===== config.mk =====
export PLATFORM = sky130hd
export DESIGN_NAME = seven_segment_scan_driver
export DESIGN_NICKNAME = d
export VERILOG_FILES = /design/src/sv/ssd_pkg.sv /design/src/sv/ssd_ctrl.sv /design/src/sv/ssd_datapath.sv /design/src/sv/seven_segment_scan_driver.sv
export VERILOG_INCLUDE_DIRS = /design/src /design/src/sv
export SDC_FILE = /design/constraint.sdc
export NUM_CORES = 2
export LEC_CHECK = 0
export BUFFER_PORTS_ARGS = -buffer_cell sky130_fd_sc_hd__buf_2
export CAP_MARGIN = 40
export CORE_MARGIN = 3
export CORE_UTILIZATION = 45
export CTS_BUF_LIST = sky130_fd_sc_hd__clkbuf_8
export DETAILED_ROUTE_END_ITERATION = 6
export PLACE_DENSITY = 0.71
export SYNTH_ARGS = -nofsm -noshare
export SYNTH_HDL_FRONTEND = slang
export SYNTH_SLANG_ARGS = --single-unit
export TNS_END_PERCENT = 50

===== constraint.sdc =====
create_clock -name i_clk -period 6.6 [get_ports i_clk]
set_input_delay 0.99 -clock i_clk [delete_from_list [all_inputs] [get_ports i_clk]]
set_output_delay 0.99 -clock i_clk [all_outputs]
set_load 0.01 [all_outputs]

===== src/sv/seven_segment_scan_driver_assert.svh =====
// ----------------------------------------------------------------------------
// Seven-segment scan driver assertion macros
// Concurrent assertion forms for the scan driver controller.
// ----------------------------------------------------------------------------
`ifndef SEVEN_SEGMENT_SCAN_DRIVER_ASSERT_SVH
`define SEVEN_SEGMENT_SCAN_DRIVER_ASSERT_SVH

// Same-cycle implication, checked outside reset
`define SSD_ASSERT_IMPLY(lbl, clk, rst_n, ante, cons, msg) \
    lbl: assert property (@(posedge clk) disable iff (!rst_n) (ante) |-> (cons)) else $error(msg);

// Next-cycle implication, checked outside reset
`define SSD_ASSERT_NEXT(lbl, clk, rst_n, ante, cons, msg) \
    lbl: assert property (@(posedge clk) disable iff (!rst_n) (ante) |=> (cons)) else $error(msg);

`endif


===== src/sv/ssd_pkg.sv =====
// ----------------------------------------------------------------------------
// Seven-segment scan driver package
// Types, codes, constants and small helper functions shared by the driver.
// ----------------------------------------------------------------------------
`default_nettype none

package ssd_pkg;

    // Number of display digits (4 to 16)
    localparam int DIGITS = 8;
    localparam int IDX_W  = $clog2(DIGITS);

    // Command opcodes
    localparam logic [2:0] OP_TICK      = 3'd0;
    localparam logic [2:0] OP_RAW       = 3'd1;
    localparam logic [2:0] OP_INT       = 3'd2;
    localparam logic [2:0] OP_INT_DOT   = 3'd3;
    localparam logic [2:0] OP_TIME      = 3'd4;
    localparam logic [2:0] OP_BLINK_ON  = 3'd5;
    localparam logic [2:0] OP_BLINK_OFF = 3'd6;

    // Configuration register indexes
    localparam logic [1:0] CFG_COMMON_ANODE = 2'd0;
    localparam logic [1:0] CFG_ON_TIME      = 2'd1;
    localparam logic [1:0] CFG_BLINK_PERIOD = 2'd2;
    localparam logic [1:0] CFG_FULL_HOUR    = 2'd3;

    // Scan phases
    localparam logic [1:0] PH_BLANK = 2'd0;
    localparam logic [1:0] PH_DRIVE = 2'd1;
    localparam logic [1:0] PH_LIT   = 2'd2;

    localparam logic [7:0]  SEG_DOT     = 8'h80;
    localparam logic [31:0] RECIP_10    = 32'hCCCC_CCCD;
    localparam int          RECIP_SHIFT = 35;

    typedef struct packed {
        logic [2:0]  opcode;
        logic [3:0]  digit_index;
        logic [31:0] value;
        logic [3:0]  dot_position;
        logic [6:0]  hours;
        logic [6:0]  minutes;
        logic [6:0]  seconds;
    } t_in_item;

    typedef struct packed {
        logic [7:0] segment_lines;
        logic [3:0] digit_select;
        logic       digit_active;
    } t_out_item;

    typedef enum logic [2:0] {
        S_IDLE,
        S_EXEC,
        S_MUL,
        S_DIGIT,
        S_BLANK,
        S_REPORT
    } t_state;

    typedef struct packed {
        logic load;
        logic exec_simple;
        logic conv_init;
        logic mul;
        logic digit_write;
        logic blank_step;
    } t_cmd;

    typedef struct packed {
        logic is_convert;
        logic conv_last;
        logic blank_stop;
    } t_status;

    // Active-high segment pattern of a decimal digit
    function automatic logic [7:0] seg_font(input logic [3:0] d);
        logic [7:0] f;
        case (d)
            4'd0:    f = 8'h3F;
            4'd1:    f = 8'h06;
            4'd2:    f = 8'h5B;
            4'd3:    f = 8'h4F;
            4'd4:    f = 8'h66;
            4'd5:    f = 8'h6D;
            4'd6:    f = 8'h7D;
            4'd7:    f = 8'h27;
            4'd8:    f = 8'h7F;
            4'd9:    f = 8'h6F;
            default: f = 8'h00;
        endcase
        return f;
    endfunction

    function automatic logic [6:0] clamp99(input logic [6:0] v);
        return (v > 7'd99) ? 7'd99 : v;
    endfunction

    // Tens of a value up to 99 by reciprocal multiply (205 / 2048)
    function automatic logic [3:0] tens_of(input logic [6:0] v);
        logic [14:0] p;
        p = 15'(v) * 15'd205;
        return p[14:11];
    endfunction

    function automatic logic [3:0] ones_of(input logic [6:0] v);
        logic [6:0] t10;
        t10 = 7'(tens_of(v)) * 7'd10;
        return 4'(v - t10);
    endfunction

endpackage

`default_nettype wire


===== src/sv/ssd_ctrl.sv =====
// ----------------------------------------------------------------------------
// Seven-segment scan driver controller
// Sequences each transaction: load, execute or convert and blank, report.
// ----------------------------------------------------------------------------
`default_nettype none

`include "seven_segment_scan_driver_assert.svh"

module ssd_ctrl (
    input  wire logic             i_clk,
    input  wire logic             i_rst_n,
    input  wire logic             i_start,
    input  wire ssd_pkg::t_status i_status,
    output ssd_pkg::t_cmd         o_cmd,
    output logic                  o_busy,
    output logic                  o_done
);

    ssd_pkg::t_state r_state;
    ssd_pkg::t_state n_state;

    // Hold the state
    always_ff @(posedge i_clk) begin
        if (!i_rst_n) begin
            r_state <= ssd_pkg::S_IDLE;
        end else begin
            r_state <= n_state;
        end
    end

    // Advance the sequence and issue commands
    always_comb begin
        n_state = r_state;
        o_cmd   = '0;
        case (r_state)
            ssd_pkg::S_IDLE: begin
                if (i_start) begin
                    o_cmd.load = 1'b1;
                    n_state    = ssd_pkg::S_EXEC;
                end
            end
            ssd_pkg::S_EXEC: begin
                if (i_status.is_convert) begin
                    o_cmd.conv_init = 1'b1;
                    n_state         = ssd_pkg::S_MUL;
                end else begin
                    o_cmd.exec_simple = 1'b1;
                    n_state           = ssd_pkg::S_REPORT;
                end
            end
            ssd_pkg::S_MUL: begin
                o_cmd.mul = 1'b1;
                n_state   = ssd_pkg::S_DIGIT;
            end
            ssd_pkg::S_DIGIT: begin
                o_cmd.digit_write = 1'b1;
                n_state = i_status.conv_last ? ssd_pkg::S_BLANK : ssd_pkg::S_MUL;
            end
            ssd_pkg::S_BLANK: begin
                o_cmd.blank_step = 1'b1;
                if (i_status.blank_stop) begin
                    n_state = ssd_pkg::S_REPORT;
                end
            end
            ssd_pkg::S_REPORT: begin
                n_state = ssd_pkg::S_IDLE;
            end
            default: begin
                n_state = ssd_pkg::S_IDLE;
            end
        endcase
    end

    assign o_busy = (r_state != ssd_pkg::S_IDLE);
    assign o_done = (r_state == ssd_pkg::S_REPORT);

    `SSD_ASSERT_NEXT(a_accept_exec, i_clk, i_rst_n, i_start && !o_busy, r_state == ssd_pkg::S_EXEC, "accepted transaction did not enter execute")
    `SSD_ASSERT_NEXT(a_done_single, i_clk, i_rst_n, o_done, !o_done && !o_busy, "result strobe not followed by idle")
    `SSD_ASSERT_NEXT(a_mul_digit, i_clk, i_rst_n, r_state == ssd_pkg::S_MUL, r_state == ssd_pkg::S_DIGIT, "product not followed by digit write")
    `SSD_ASSERT_NEXT(a_last_blank, i_clk, i_rst_n, (r_state == ssd_pkg::S_DIGIT) && i_status.conv_last, r_state == ssd_pkg::S_BLANK, "last digit not followed by blanking pass")

endmodule

`default_nettype wire


===== src/sv/ssd_datapath.sv =====
// ----------------------------------------------------------------------------
// Seven-segment scan driver datapath
// Pattern store, blink state, scan timing, decimal conversion and config.
// ----------------------------------------------------------------------------
`default_nettype none

module ssd_datapath (
    input  wire logic              i_clk,
    input  wire logic              i_rst_n,
    input  wire ssd_pkg::t_cmd     i_cmd,
    input  wire ssd_pkg::t_in_item i_item,
    input  wire logic              i_cfg_we,
    input  wire logic [1:0]        i_cfg_index,
    input  wire logic [15:0]       i_cfg_wdata,
    output ssd_pkg::t_status       o_status,
    output ssd_pkg::t_out_item     o_result
);

    localparam int IW = ssd_pkg::IDX_W;
    localparam int ND = ssd_pkg::DIGITS;

    // Configuration
    logic        r_common_anode;
    logic [15:0] r_on_time;
    logic [7:0]  r_blink_period;
    logic        r_full_hour;

    // Display state
    logic [7:0]    r_pattern [ND];
    logic [7:0]    n_pattern [ND];
    logic [ND-1:0] r_blink_on, n_blink_on;
    logic [ND-1:0] r_dark, n_dark;
    logic [3:0]    r_scan_digit, n_scan_digit;
    logic [15:0]   r_elapsed, n_elapsed;
    logic [1:0]    r_phase, n_phase;
    logic [7:0]    r_blink_cnt, n_blink_cnt;
    logic [7:0]    r_drv_segs, n_drv_segs;
    logic [3:0]    r_drv_sel, n_drv_sel;
    logic          r_drv_act, n_drv_act;

    // Conversion state
    ssd_pkg::t_in_item r_item;
    logic [31:0]       r_val;
    logic [63:0]       r_prod;
    logic [IW-1:0]     r_k, n_k;
    logic [ND-1:0]     r_zero, n_zero;
    logic              r_dot_en;

    // Combinational helpers
    logic [15:0]   elapsed_inc;
    logic          on_expired;
    logic [1:0]    phase_eff;
    logic [3:0]    scan_sel;
    logic [7:0]    blink_inc;
    logic [ND-1:0] dark_scan;
    logic [28:0]   quot;
    logic [31:0]   quot_x10;
    logic [3:0]    rem;
    logic [6:0]    hh, mm, ss;
    logic [3:0]    hh_tens;
    logic          idx_ok;
    logic          dot_ok;
    logic [7:0]    raw_segs;

    // Hold configuration registers
    always_ff @(posedge i_clk) begin
        if (!i_rst_n) begin
            r_common_anode <= 1'b0;
            r_on_time      <= 16'd2;
            r_blink_period <= 8'd100;
            r_full_hour    <= 1'b0;
        end else if (i_cfg_we) begin
            case (i_cfg_index)
                ssd_pkg::CFG_COMMON_ANODE: r_common_anode <= i_cfg_wdata[0];
                ssd_pkg::CFG_ON_TIME:      r_on_time      <= i_cfg_wdata;
                ssd_pkg::CFG_BLINK_PERIOD: r_blink_period <= i_cfg_wdata[7:0];
                ssd_pkg::CFG_FULL_HOUR:    r_full_hour    <= i_cfg_wdata[0];
                default: ;
            endcase
        end
    end

    // Latch the transaction and run the reciprocal multiply
    always_ff @(posedge i_clk) begin
        if (i_cmd.load) begin
            r_item <= i_item;
        end
        if (i_cmd.conv_init) begin
            r_val <= r_item.value;
        end else if (i_cmd.digit_write) begin
            r_val <= {3'b000, quot};
        end
        if (i_cmd.mul) begin
            r_prod <= 64'(r_val) * 64'(ssd_pkg::RECIP_10);
        end
    end

    // Split off one decimal digit
    assign quot     = r_prod[63:ssd_pkg::RECIP_SHIFT];
    assign quot_x10 = {quot, 3'b000} + {2'b00, quot, 1'b0};
    assign rem      = 4'(r_val - quot_x10);

    // Time fields
    assign hh      = ssd_pkg::clamp99(r_item.hours);
    assign mm      = ssd_pkg::clamp99(r_item.minutes);
    assign ss      = ssd_pkg::clamp99(r_item.seconds);
    assign hh_tens = ssd_pkg::tens_of(hh);

    assign idx_ok   = (int'(r_item.digit_index) < ND);
    assign dot_ok   = (r_item.dot_position != 4'd0) && (int'(r_item.dot_position) < ND);
    assign raw_segs = r_common_anode ? ~r_item.value[7:0] : r_item.value[7:0];

    // Scan step helpers
    assign elapsed_inc = (r_elapsed != 16'hFFFF) ? r_elapsed + 16'd1 : r_elapsed;
    assign on_expired  = (elapsed_inc >= r_on_time);
    assign phase_eff   = on_expired ? ssd_pkg::PH_BLANK : r_phase;
    assign scan_sel    = (int'(r_scan_digit) >= ND) ? 4'd0 : r_scan_digit;
    assign blink_inc   = r_blink_cnt + 8'd1;
    assign dark_scan   = (blink_inc >= r_blink_period) ? (r_dark ^ r_blink_on) : r_dark;

    // Next state of store, blink, scan and conversion
    always_comb begin
        n_pattern    = r_pattern;
        n_blink_on   = r_blink_on;
        n_dark       = r_dark;
        n_scan_digit = r_scan_digit;
        n_elapsed    = r_elapsed;
        n_phase      = r_phase;
        n_blink_cnt  = r_blink_cnt;
        n_drv_segs   = r_drv_segs;
        n_drv_sel    = r_drv_sel;
        n_drv_act    = r_drv_act;
        n_k          = r_k;
        n_zero       = r_zero;

        if (i_cmd.exec_simple) begin
            case (r_item.opcode)
                ssd_pkg::OP_TICK: begin
                    if (on_expired) begin
                        n_drv_segs = 8'h00;
                        n_drv_sel  = 4'd0;
                        n_drv_act  = 1'b0;
                    end
                    case (phase_eff)
                        ssd_pkg::PH_BLANK: begin
                            n_phase   = ssd_pkg::PH_DRIVE;
                            n_elapsed = 16'd0;
                        end
                        ssd_pkg::PH_DRIVE: begin
                            n_phase     = ssd_pkg::PH_LIT;
                            n_elapsed   = 16'd0;
                            n_dark      = dark_scan;
                            n_blink_cnt = (blink_inc >= r_blink_period) ? 8'd0 : blink_inc;
                            n_drv_segs  = dark_scan[scan_sel[IW-1:0]] ?
                                          8'h00 : r_pattern[scan_sel[IW-1:0]];
                            n_drv_sel   = scan_sel;
                            n_drv_act   = 1'b1;
                            n_scan_digit = scan_sel + 4'd1;
                        end
                        default: begin
                            n_phase   = phase_eff;
                            n_elapsed = elapsed_inc;
                        end
                    endcase
                end
                ssd_pkg::OP_RAW: begin
                    if (idx_ok) begin
                        n_pattern[r_item.digit_index[IW-1:0]] = raw_segs;
                    end
                end
                ssd_pkg::OP_TIME: begin
                    n_pattern[0] = (hh_tens == 4'd0 && !r_full_hour) ?
                                   8'h00 : ssd_pkg::seg_font(hh_tens);
                    n_pattern[1] = ssd_pkg::seg_font(ssd_pkg::ones_of(hh));
                    n_pattern[2] = ssd_pkg::seg_font(ssd_pkg::tens_of(mm));
                    n_pattern[3] = ssd_pkg::seg_font(ssd_pkg::ones_of(mm));
                    if (ND >= 6) begin
                        n_pattern[IW'(4 % ND)] = ssd_pkg::seg_font(ssd_pkg::tens_of(ss));
                        n_pattern[IW'(5 % ND)] = ssd_pkg::seg_font(ssd_pkg::ones_of(ss));
                    end
                end
                ssd_pkg::OP_BLINK_ON: begin
                    if (idx_ok) begin
                        n_blink_on[r_item.digit_index[IW-1:0]] = 1'b1;
                        n_dark[r_item.digit_index[IW-1:0]]     = 1'b1;
                    end
                end
                ssd_pkg::OP_BLINK_OFF: begin
                    if (idx_ok) begin
                        n_blink_on[r_item.digit_index[IW-1:0]] = 1'b0;
                        n_dark[r_item.digit_index[IW-1:0]]     = 1'b0;
                    end
                end
                default: ;
            endcase
        end

        // Start conversion at the rightmost digit
        if (i_cmd.conv_init) begin
            n_k = IW'(ND - 1);
        end

        // Write one digit, dot included, and note whether it is zero
        if (i_cmd.digit_write) begin
            n_pattern[r_k] = ssd_pkg::seg_font(rem) |
                             ((r_dot_en && r_item.dot_position == 4'(r_k)) ?
                              ssd_pkg::SEG_DOT : 8'h00);
            n_zero[r_k]    = (rem == 4'd0);
            n_k            = (r_k == '0) ? r_k : r_k - IW'(1);
        end

        // Drop leading zeros from the left, keeping the dot
        if (i_cmd.blank_step) begin
            if (r_zero[r_k]) begin
                n_pattern[r_k] = (r_dot_en && r_item.dot_position == 4'(r_k)) ?
                                 ssd_pkg::SEG_DOT : 8'h00;
            end
            n_k = r_k + IW'(1);
        end
    end

    // Hold display and control state
    always_ff @(posedge i_clk) begin
        if (!i_rst_n) begin
            for (int i = 0; i < ND; i++) begin
                r_pattern[i] <= 8'h00;
            end
            r_blink_on   <= '0;
            r_dark       <= '0;
            r_scan_digit <= 4'd0;
            r_elapsed    <= 16'd0;
            r_phase      <= ssd_pkg::PH_BLANK;
            r_blink_cnt  <= 8'd0;
            r_drv_segs   <= 8'h00;
            r_drv_sel    <= 4'd0;
            r_drv_act    <= 1'b0;
            r_k          <= '0;
            r_zero       <= '0;
            r_dot_en     <= 1'b0;
        end else begin
            r_pattern    <= n_pattern;
            r_blink_on   <= n_blink_on;
            r_dark       <= n_dark;
            r_scan_digit <= n_scan_digit;
            r_elapsed    <= n_elapsed;
            r_phase      <= n_phase;
            r_blink_cnt  <= n_blink_cnt;
            r_drv_segs   <= n_drv_segs;
            r_drv_sel    <= n_drv_sel;
            r_drv_act    <= n_drv_act;
            r_k          <= n_k;
            r_zero       <= n_zero;
            if (i_cmd.conv_init) begin
                r_dot_en <= (r_item.opcode == ssd_pkg::OP_INT_DOT);
            end
        end
    end

    // Report status to the controller
    assign o_status.is_convert = (r_item.opcode == ssd_pkg::OP_INT) ||
                                 ((r_item.opcode == ssd_pkg::OP_INT_DOT) && dot_ok);
    assign o_status.conv_last  = (r_k == '0);
    assign o_status.blank_stop = !r_zero[r_k] || (r_k == IW'(ND - 2));

    // Drive the result in the configured polarity
    assign o_result.segment_lines = r_common_anode ? ~r_drv_segs : r_drv_segs;
    assign o_result.digit_select  = r_drv_sel;
    assign o_result.digit_active  = r_drv_act;

endmodule

`default_nettype wire


===== src/sv/seven_segment_scan_driver.sv =====
// ----------------------------------------------------------------------------
// Seven-segment scan driver
// Multiplexed seven-segment display driver with blink and decimal display.
// ----------------------------------------------------------------------------
//   channel   handshake                payload
//   command   i_start, o_busy          i_item   (ssd_pkg::t_in_item)
//   result    o_done strobe            o_result (ssd_pkg::t_out_item)
//   config    i_cfg_we                 i_cfg_index, i_cfg_wdata
//
// A tick, raw write, time or blink transaction runs through the execute and
// report states after accept; its result strobes in the report state.
// Integer transactions run from the rightmost digit: the shared reciprocal
// multiplier yields one digit per multiply and write state pair, then the
// leading zero pass clears one digit a cycle. Every transaction gives one result.
// Synchronous active-low reset; the receiver cannot stall the result strobe.
// ----------------------------------------------------------------------------
`default_nettype none

module seven_segment_scan_driver (
    input  wire logic              i_clk,
    input  wire logic              i_rst_n,
    input  wire logic              i_start,
    output logic                   o_busy,
    input  wire ssd_pkg::t_in_item i_item,
    output logic                   o_done,
    output ssd_pkg::t_out_item     o_result,
    input  wire logic              i_cfg_we,
    input  wire logic [1:0]        i_cfg_index,
    input  wire logic [15:0]       i_cfg_wdata
);

    ssd_pkg::t_cmd    cmd;
    ssd_pkg::t_status status;

    // Sequence transactions
    ssd_ctrl u_ctrl (
        .i_clk    (i_clk),
        .i_rst_n  (i_rst_n),
        .i_start  (i_start),
        .i_status (status),
        .o_cmd    (cmd),
        .o_busy   (o_busy),
        .o_done   (o_done)
    );

    // Store, scan and convert
    ssd_datapath u_datapath (
        .i_clk       (i_clk),
        .i_rst_n     (i_rst_n),
        .i_cmd       (cmd),
        .i_item      (i_item),
        .i_cfg_we    (i_cfg_we),
        .i_cfg_index (i_cfg_index),
        .i_cfg_wdata (i_cfg_wdata),
        .o_status    (status),
        .o_result    (o_result)
    );

endmodule

`default_nettype wire


**After elaboration in Yosys (flattened, before gate mapping)**

Memories as Yosys holds them, arrays and structs flattened.
Index checks and enable logic that the tools add are counted.

- Logic and storage cells: 216
- Memories: 5
- Output and inout port bits: 15
- ROM bits: 560
- Input bits: 86
- Register bits after elaboration: 317

- Add/subtract/negate cells: 9
- Mux-type cells: 73
- $lt $le $gt $ge: 17
- Equal/unequal tests: 24
- Bitwise gates (word level): 12
- Multiply operators: 5
- Reductions and logical operators: 38

Memories:

| memory | depth | bits a word | rd ports | clocked after memory_dff | wr ports | RTL line | RTL |
|---|---|---|---|---|---|---|---|
| (name not given) | 16 | 7 | 1 | 0 | 0 | ssd_pkg.sv:80 | `case (d)` |
| (name not given) | 16 | 7 | 1 | 0 | 0 | ssd_pkg.sv:80 |  |
| (name not given) | 16 | 7 | 1 | 0 | 0 | ssd_pkg.sv:80 |  |
| (name not given) | 16 | 7 | 1 | 0 | 0 | ssd_pkg.sv:80 |  |
| (name not given) | 16 | 7 | 1 | 0 | 0 | ssd_pkg.sv:80 |  |

Operator list:

| cell | number |
|---|---|
| 64-bit 2-to-1 mux | 5 |
| 64-bit bitwise mux | 3 |
| 8-bit 2-to-1 mux | 19 |
| 32-bit 2-to-1 mux | 3 |
| 32-bit by 32-bit multiplier with 64-bit output (second input constant) | 1 |
| 32-bit case mux with 2 select lines | 1 |
| 8-bit demux with 3-bit select | 2 |
| 16-bit 2-to-1 mux | 2 |
| 7-bit by 8-bit multiplier with 15-bit output (second input constant) | 2 |
| 8-bit binary-select mux with 3-bit select | 1 |
| 3-bit 2-to-1 mux | 8 |
| 8-bit inverter | 3 |
| 8-bit OR | 3 |
| 8-bit case mux with 3 select lines | 1 |
| 3-bit equality test (second input constant) | 6 |
| 16-bit by 1-bit adder with 16-bit output (second input constant) | 1 |
| 8-bit AND | 2 |
| 16-bit >= comparator | 1 |
| 4-bit >= comparator (second input constant) | 4 |
| 16-bit != test (second input constant) | 1 |
| 8-bit case mux with 2 select lines | 1 |
| 3-bit case mux with 5 select lines | 1 |
| 7-bit greater-than comparator (second input constant) | 2 |
| 7-bit 2-to-1 mux | 2 |
| other kinds (43) | 103 |

**Logic depth before layout (Yosys ltp)**

- Depth in word-level cells: 14
- Depth in mapped cells: 27
- Depth with buffers taken out: 27

**Cells and area by module**

From an unflattened synthesis, not the netlist that was laid out.

- Cell total of the unflattened synthesis: 3469
- Area, all modules: 33230.6 um^2

By module, submodules not included:

| module | area each (um^2) | times used | cells each |
|---|---|---|---|
| ssd_datapath | 32996.6 | 1 | 3441 |
| ssd_ctrl | 234.0 | 1 | 28 |

**Least setup slack after synthesis**

Ideal clock, no wire load.

- Kind: reg-to-reg
- Start point: register u_datapath.r_val[13]
- End point: register u_datapath.r_prod[57] (data pin)
- Required time: 6.342 ns
- Stages on the path, launching flop included: 26
- Setup time: 0.258 ns
- Clock period less this slack: 7.082 ns
- Data arrival time: 6.824 ns
- Slack: -0.482 ns
- Cell sequence: edfxtp_1 > ha_1 > inv_1 > fa_1 > fa_1 > inv_1 > fa_1 > inv_1 > fa_1 > fa_1 > inv_1 > fa_1 > inv_1 > fa_1 > inv_1 > ha_1 > nand2_1 > or3_1 > or3_1 > a211oi_1 > o31ai_1 > a21oi_1 > o22a_1 > a31oi_1 > o21ba_1 > xnor2_1

- Word-level cells in the longest chain between the ends: 1

Ends and longest elaborated chain:

| element | RTL line | RTL |
|---|---|---|
| start, declared | ssd_datapath.sv:43 | `logic [31:0] r_val;` |
| start signal, assigned | ssd_datapath.sv:89 | `r_val <= r_item.value;` |
| start signal, assigned | ssd_datapath.sv:91 | `r_val <= {3'b000, quot};` |
| 32-bit by 32-bit multiplier with 64-bit output | ssd_datapath.sv:94 | `r_prod <= 64'(r_val) * 64'(ssd_pkg::RECIP_10);` |
| end signal, assigned | ssd_datapath.sv:94 |  |
| end, declared | ssd_datapath.sv:44 | `logic [63:0] r_prod;` |

Every way passes these cells.
A chain may end at the register's enable or synchronous reset.

**Worst setup path after layout**

- Start point: register u_datapath.r_val[6]
- End point: register u_datapath.r_prod[57] (data pin)

The elaborated chain is that of the path after synthesis.

==> impl_metrics.env <==
export IMPL_outcome="finished, violations left"
export IMPL_violations_in_the_final_reports="setup timing"
export IMPL_dp_hpwl_um=76100
export IMPL_relative_max_transition_margin_pct=34.94
export IMPL_dieHeight_um=276.7
export IMPL_cts_clk_slew_worst_paths_ns=0.06
export IMPL_syn_nets=4345
export IMPL_synthDominantCellAreaShare_pct=26.29
export IMPL_postSynthRegisterBits=282
export IMPL_post_route_cells_drive_above_1_share_pct=20.11
export IMPL_rows=98
export IMPL_detailedPlace_worstSlack_ns=-0.8433
export IMPL_cts_hold_buf=0
export IMPL_die_area_sq_um=76560
export IMPL_critPathCaptureType="flop"
export IMPL_path_class="flop to flop"
export IMPL_initial_core_util_pct=45.81
export IMPL_setup_repair_after_global_routing_missed_its_margin="true"
export IMPL_initialDrtViolationCount=1955
export IMPL_post_synth_cell_area_avg_sq_um=9.790
export IMPL_hold_depth=1
export IMPL_fin_crit_sh_pct=112.0
export IMPL_skew_ns=0.03772
export IMPL_viasPerCell=5.308
export IMPL_postLayoutSetupSlackWorst_ns=-0.7895
export IMPL_fp_dieW_um=276.7
export IMPL_synth_cell_types=92
export IMPL_synth_edff_count=118
export IMPL_number_of_remaining_drc_errors=0
export IMPL_worstPathArrival_ns=7.79
export IMPL_syn_inst=3368
export IMPL_synth_flop_cell="sky130_fd_sc_hd__dfxtp_1"
export IMPL_grt_overflow_total=0
export IMPL_reg2reg_to="u_datapath.r_prod[57]"
export IMPL_grt_pass1_wl_um=144200
export IMPL_synth_area_top_cells="sky130_fd_sc_hd__fa_1, sky130_fd_sc_hd__ha_1, sky130_fd_sc_hd__edfxtp_1"
export IMPL_grt_max_degree=54
export IMPL_flow_area_growth_from_synthesis_pct=18.92
export IMPL_htree_num_levels=2
export IMPL_yosys_area_top_type="sky130_fd_sc_hd__fa_1"
export IMPL_synthTopCellsByCount="sky130_fd_sc_hd__inv_1, sky130_fd_sc_hd__ha_1, sky130_fd_sc_hd__fa_1, sky130_fd_sc_hd__nor2_1, sky130_fd_sc_hd__a21oi_1"
export IMPL_vias_in_the_first_global_route=26250
export IMPL_drv_slew=0
export IMPL_drt_total_wl_um=91670
export IMPL_transition_time_at_the_pin_with_the_least_slew_margin_ns=0.9657
export IMPL_gp_congestion=0.9740
export IMPL_synth_yosys_seq_area_share_pct=20.70
export IMPL_ant_nets=0
export IMPL_fmax_mhz=135.3
export IMPL_via_count=25390
export IMPL_setup_violations=25
export IMPL_synth_area_sq_um=32970
export IMPL_crit_path_start_kind="flop"
export IMPL_synth_yosys_warnings=0
export IMPL_cts_made_buffers=52
export IMPL_clock_root_buffer="sky130_fd_sc_hd__clkbuf_8"
export IMPL_worst_path_max_fanout=4
export IMPL_global_route_usage_total_pct=23.97
export IMPL_classification_of_the_worst_slack_hold_path="flop to flop"
export IMPL_clock_insertion_delay_worst_skew_ns=0.68
export IMPL_clock_sinks=282
export IMPL_grt_antenna_before_repair=2
export IMPL_drt_pass1_iterations=5
export IMPL_timing_rr_start="u_datapath.r_val[6]"
export IMPL_worst_ep_required_time_ns=7.00
export IMPL_synth_async_sr_flop_share_pct=0
export IMPL_tritoncts="done"
export IMPL_design_core_area_sq_um=71980
export IMPL_final_setup_tns_ns=-9.960
export IMPL_setup_reg_to_reg_worst_slack_ns=-0.79
export IMPL_port_buffers=93
export IMPL_reg2reg_depth=25
export IMPL_timing_hold_violations_final=0
export IMPL_layout_min_cycle_time_ns=7.390
export IMPL_cap_viol_max_count=0
export IMPL_cts_max_path_buffers=3
export IMPL_nets=4767
export IMPL_synth_most_common_cell="sky130_fd_sc_hd__inv_1"
export IMPL_worstHoldEndpoint="u_datapath.r_drv_sel[3]"
export IMPL_boundaryPins=101
export IMPL_hold_startpoint="u_datapath.r_drv_sel[3]"
export IMPL_avgRoutedWirePerCell_um=19.16
-- registers in the layout, summed over array words and instances (netlist names), named ones only --
signal and flops:
u_datapath.r_phase 2, u_datapath.r_full_hour 1, u_datapath.r_dark 8, u_datapath.r_blink_cnt 8, u_datapath.r_blink_period 8, u_datapath.r_dot_en 1
u_datapath.r_drv_segs 8, u_datapath.r_val 32, u_datapath.r_zero 8, u_datapath.r_pattern 64, u_datapath.r_elapsed 16, u_ctrl.r_state 3
u_datapath.r_prod 29, u_datapath.r_drv_act 1, u_datapath.r_on_time 16, u_datapath.r_common_anode 1, u_datapath.r_item 57, u_datapath.r_k 3
u_datapath.r_scan_digit 4, u_datapath.r_drv_sel 4
-- through the flow --
step | hold WS, ns | area, sq um | utilization [%] | std cells
2_1_floorplan | 0.4363 | 33320 | - | 3368
3_3_place_gp | 0.4302 | 37110 | 51.56 | 4646
3_5_place_dp | 0.4398 | 37190 | 51.67 | 4655
4_1_cts | 0.4452 | 38910 | 54.06 | 4776
5_1_grt | 0.4618 | 39210 | 54.48 | 4784
6_report | 0.4543 | 39210 | 54.48 | 4784
-- logic make-up after synthesis --
family | Yosys count | synth area share (%)
multiplexers | 75 | 3.021
AND/OR/NAND/NOR | 592 | 8.538
AO/OA/AOI/OAI | 543 | 10.96
XOR/XNOR | 109 | 3.096
buffers and inverters | 876 | 10.01
adder cells (fa/ha/maj) | 891 | 43.67
flip-flops | 282 | 20.70
-- critical path, cell delays in order (launching register included) --
cell	delay (ns)
sky130_fd_sc_hd__edfxtp_1	0.49
sky130_fd_sc_hd__ha_4	0.35
sky130_fd_sc_hd__fa_2	0.47
sky130_fd_sc_hd__fa_1	0.55
sky130_fd_sc_hd__inv_1	0.07
sky130_fd_sc_hd__fa_1	0.54
sky130_fd_sc_hd__fa_1	0.47
sky130_fd_sc_hd__fa_1	0.53
sky130_fd_sc_hd__inv_1	0.06
sky130_fd_sc_hd__fa_1	0.49
sky130_fd_sc_hd__inv_1	0.05
sky130_fd_sc_hd__fa_1	0.49
sky130_fd_sc_hd__inv_2	0.05
sky130_fd_sc_hd__ha_4	0.26
sky130_fd_sc_hd__nand4_1	0.12
sky130_fd_sc_hd__or3_4	0.36
sky130_fd_sc_hd__or3_4	0.38
sky130_fd_sc_hd__a211oi_4	0.24
sky130_fd_sc_hd__o31ai_2	0.08
sky130_fd_sc_hd__buf_4	0.19
sky130_fd_sc_hd__a21oi_4	0.13
sky130_fd_sc_hd__o22a_1	0.20
sky130_fd_sc_hd__buf_6	0.12
sky130_fd_sc_hd__a31oi_4	0.07
sky130_fd_sc_hd__o21ba_1	0.20
sky130_fd_sc_hd__xnor2_1	0.12
-- how the worst max path moves through the flow --
stage	endpoint	slack [ns]	depth (start not counted)	startpoint
after CTS	u_datapath.r_prod[63]	-0.61	28	u_datapath.r_val[13]
after detailed placement	u_datapath.r_prod[49]	-0.84	25	u_datapath.r_val[19]
after global routing	u_datapath.r_prod[57]	-0.99	26	u_datapath.r_val[13]
after floorplan	u_datapath.r_prod[57]	-0.14	25	u_datapath.r_val[13]
final	u_datapath.r_prod[57]	-0.79	25	u_datapath.r_val[6]
after global placement	u_datapath.r_prod[61]	-0.79	26	u_datapath.r_val[18]
-- routing by layer --
| layer | track usage (%) | wire length [um] | vias to the layer above |
|---|---|---|---|
| met5 | 0 | 13 | - |
| li1 | - | - | 11930 |
| met3 | 5.328 | 7562 | 203 |
| met4 | 8.661 | 3704 | 2 |
| met2 | 37.78 | 41480 | 882 |
| met1 | 32.53 | 38900 | 12380 |
-- cell type report --
cell class	count	area (sq um)
timing repair buffer	462	3329
sequential	282	6827
tap	950	1189
multi-input combinational	2210	23800
clock inverter	33	230.2
inverter	782	2953
fill	6242	32760
antenna	1	2.502
clock buffer	64	880.8
-- what timing repair did --
item | 4_1_cts | 5_1_grt
setup endpoints to repair | 28 | 39
pin swaps | 25 | 24
resized for setup | 87 | 53
setup buffers | 25 | 11
-- cell usage in the layout (no fill, tap or decap), drive strengths merged, types with 16 or more instances in the layout --
cell type / instances
a31oi: 18
dfxtp: 164
o21ai: 91
nand2: 161
a211oi: 49
mux4: 16
nand4: 23
nand2b: 19
inv: 793
mux2i: 23
mux2: 36
clkinv: 16
buf: 462
xor2: 50
edfxtp: 118
nor3: 38
a21oi: 184
and3: 16
a221oi: 40
clkbuf: 64
xnor2: 58
ha: 458
nand3: 48
a21o: 32
fa: 433
nor2: 201
Power is not shown: default switching activity piles up to over one toggle a cycle in this logic, so the estimate is an artifact.
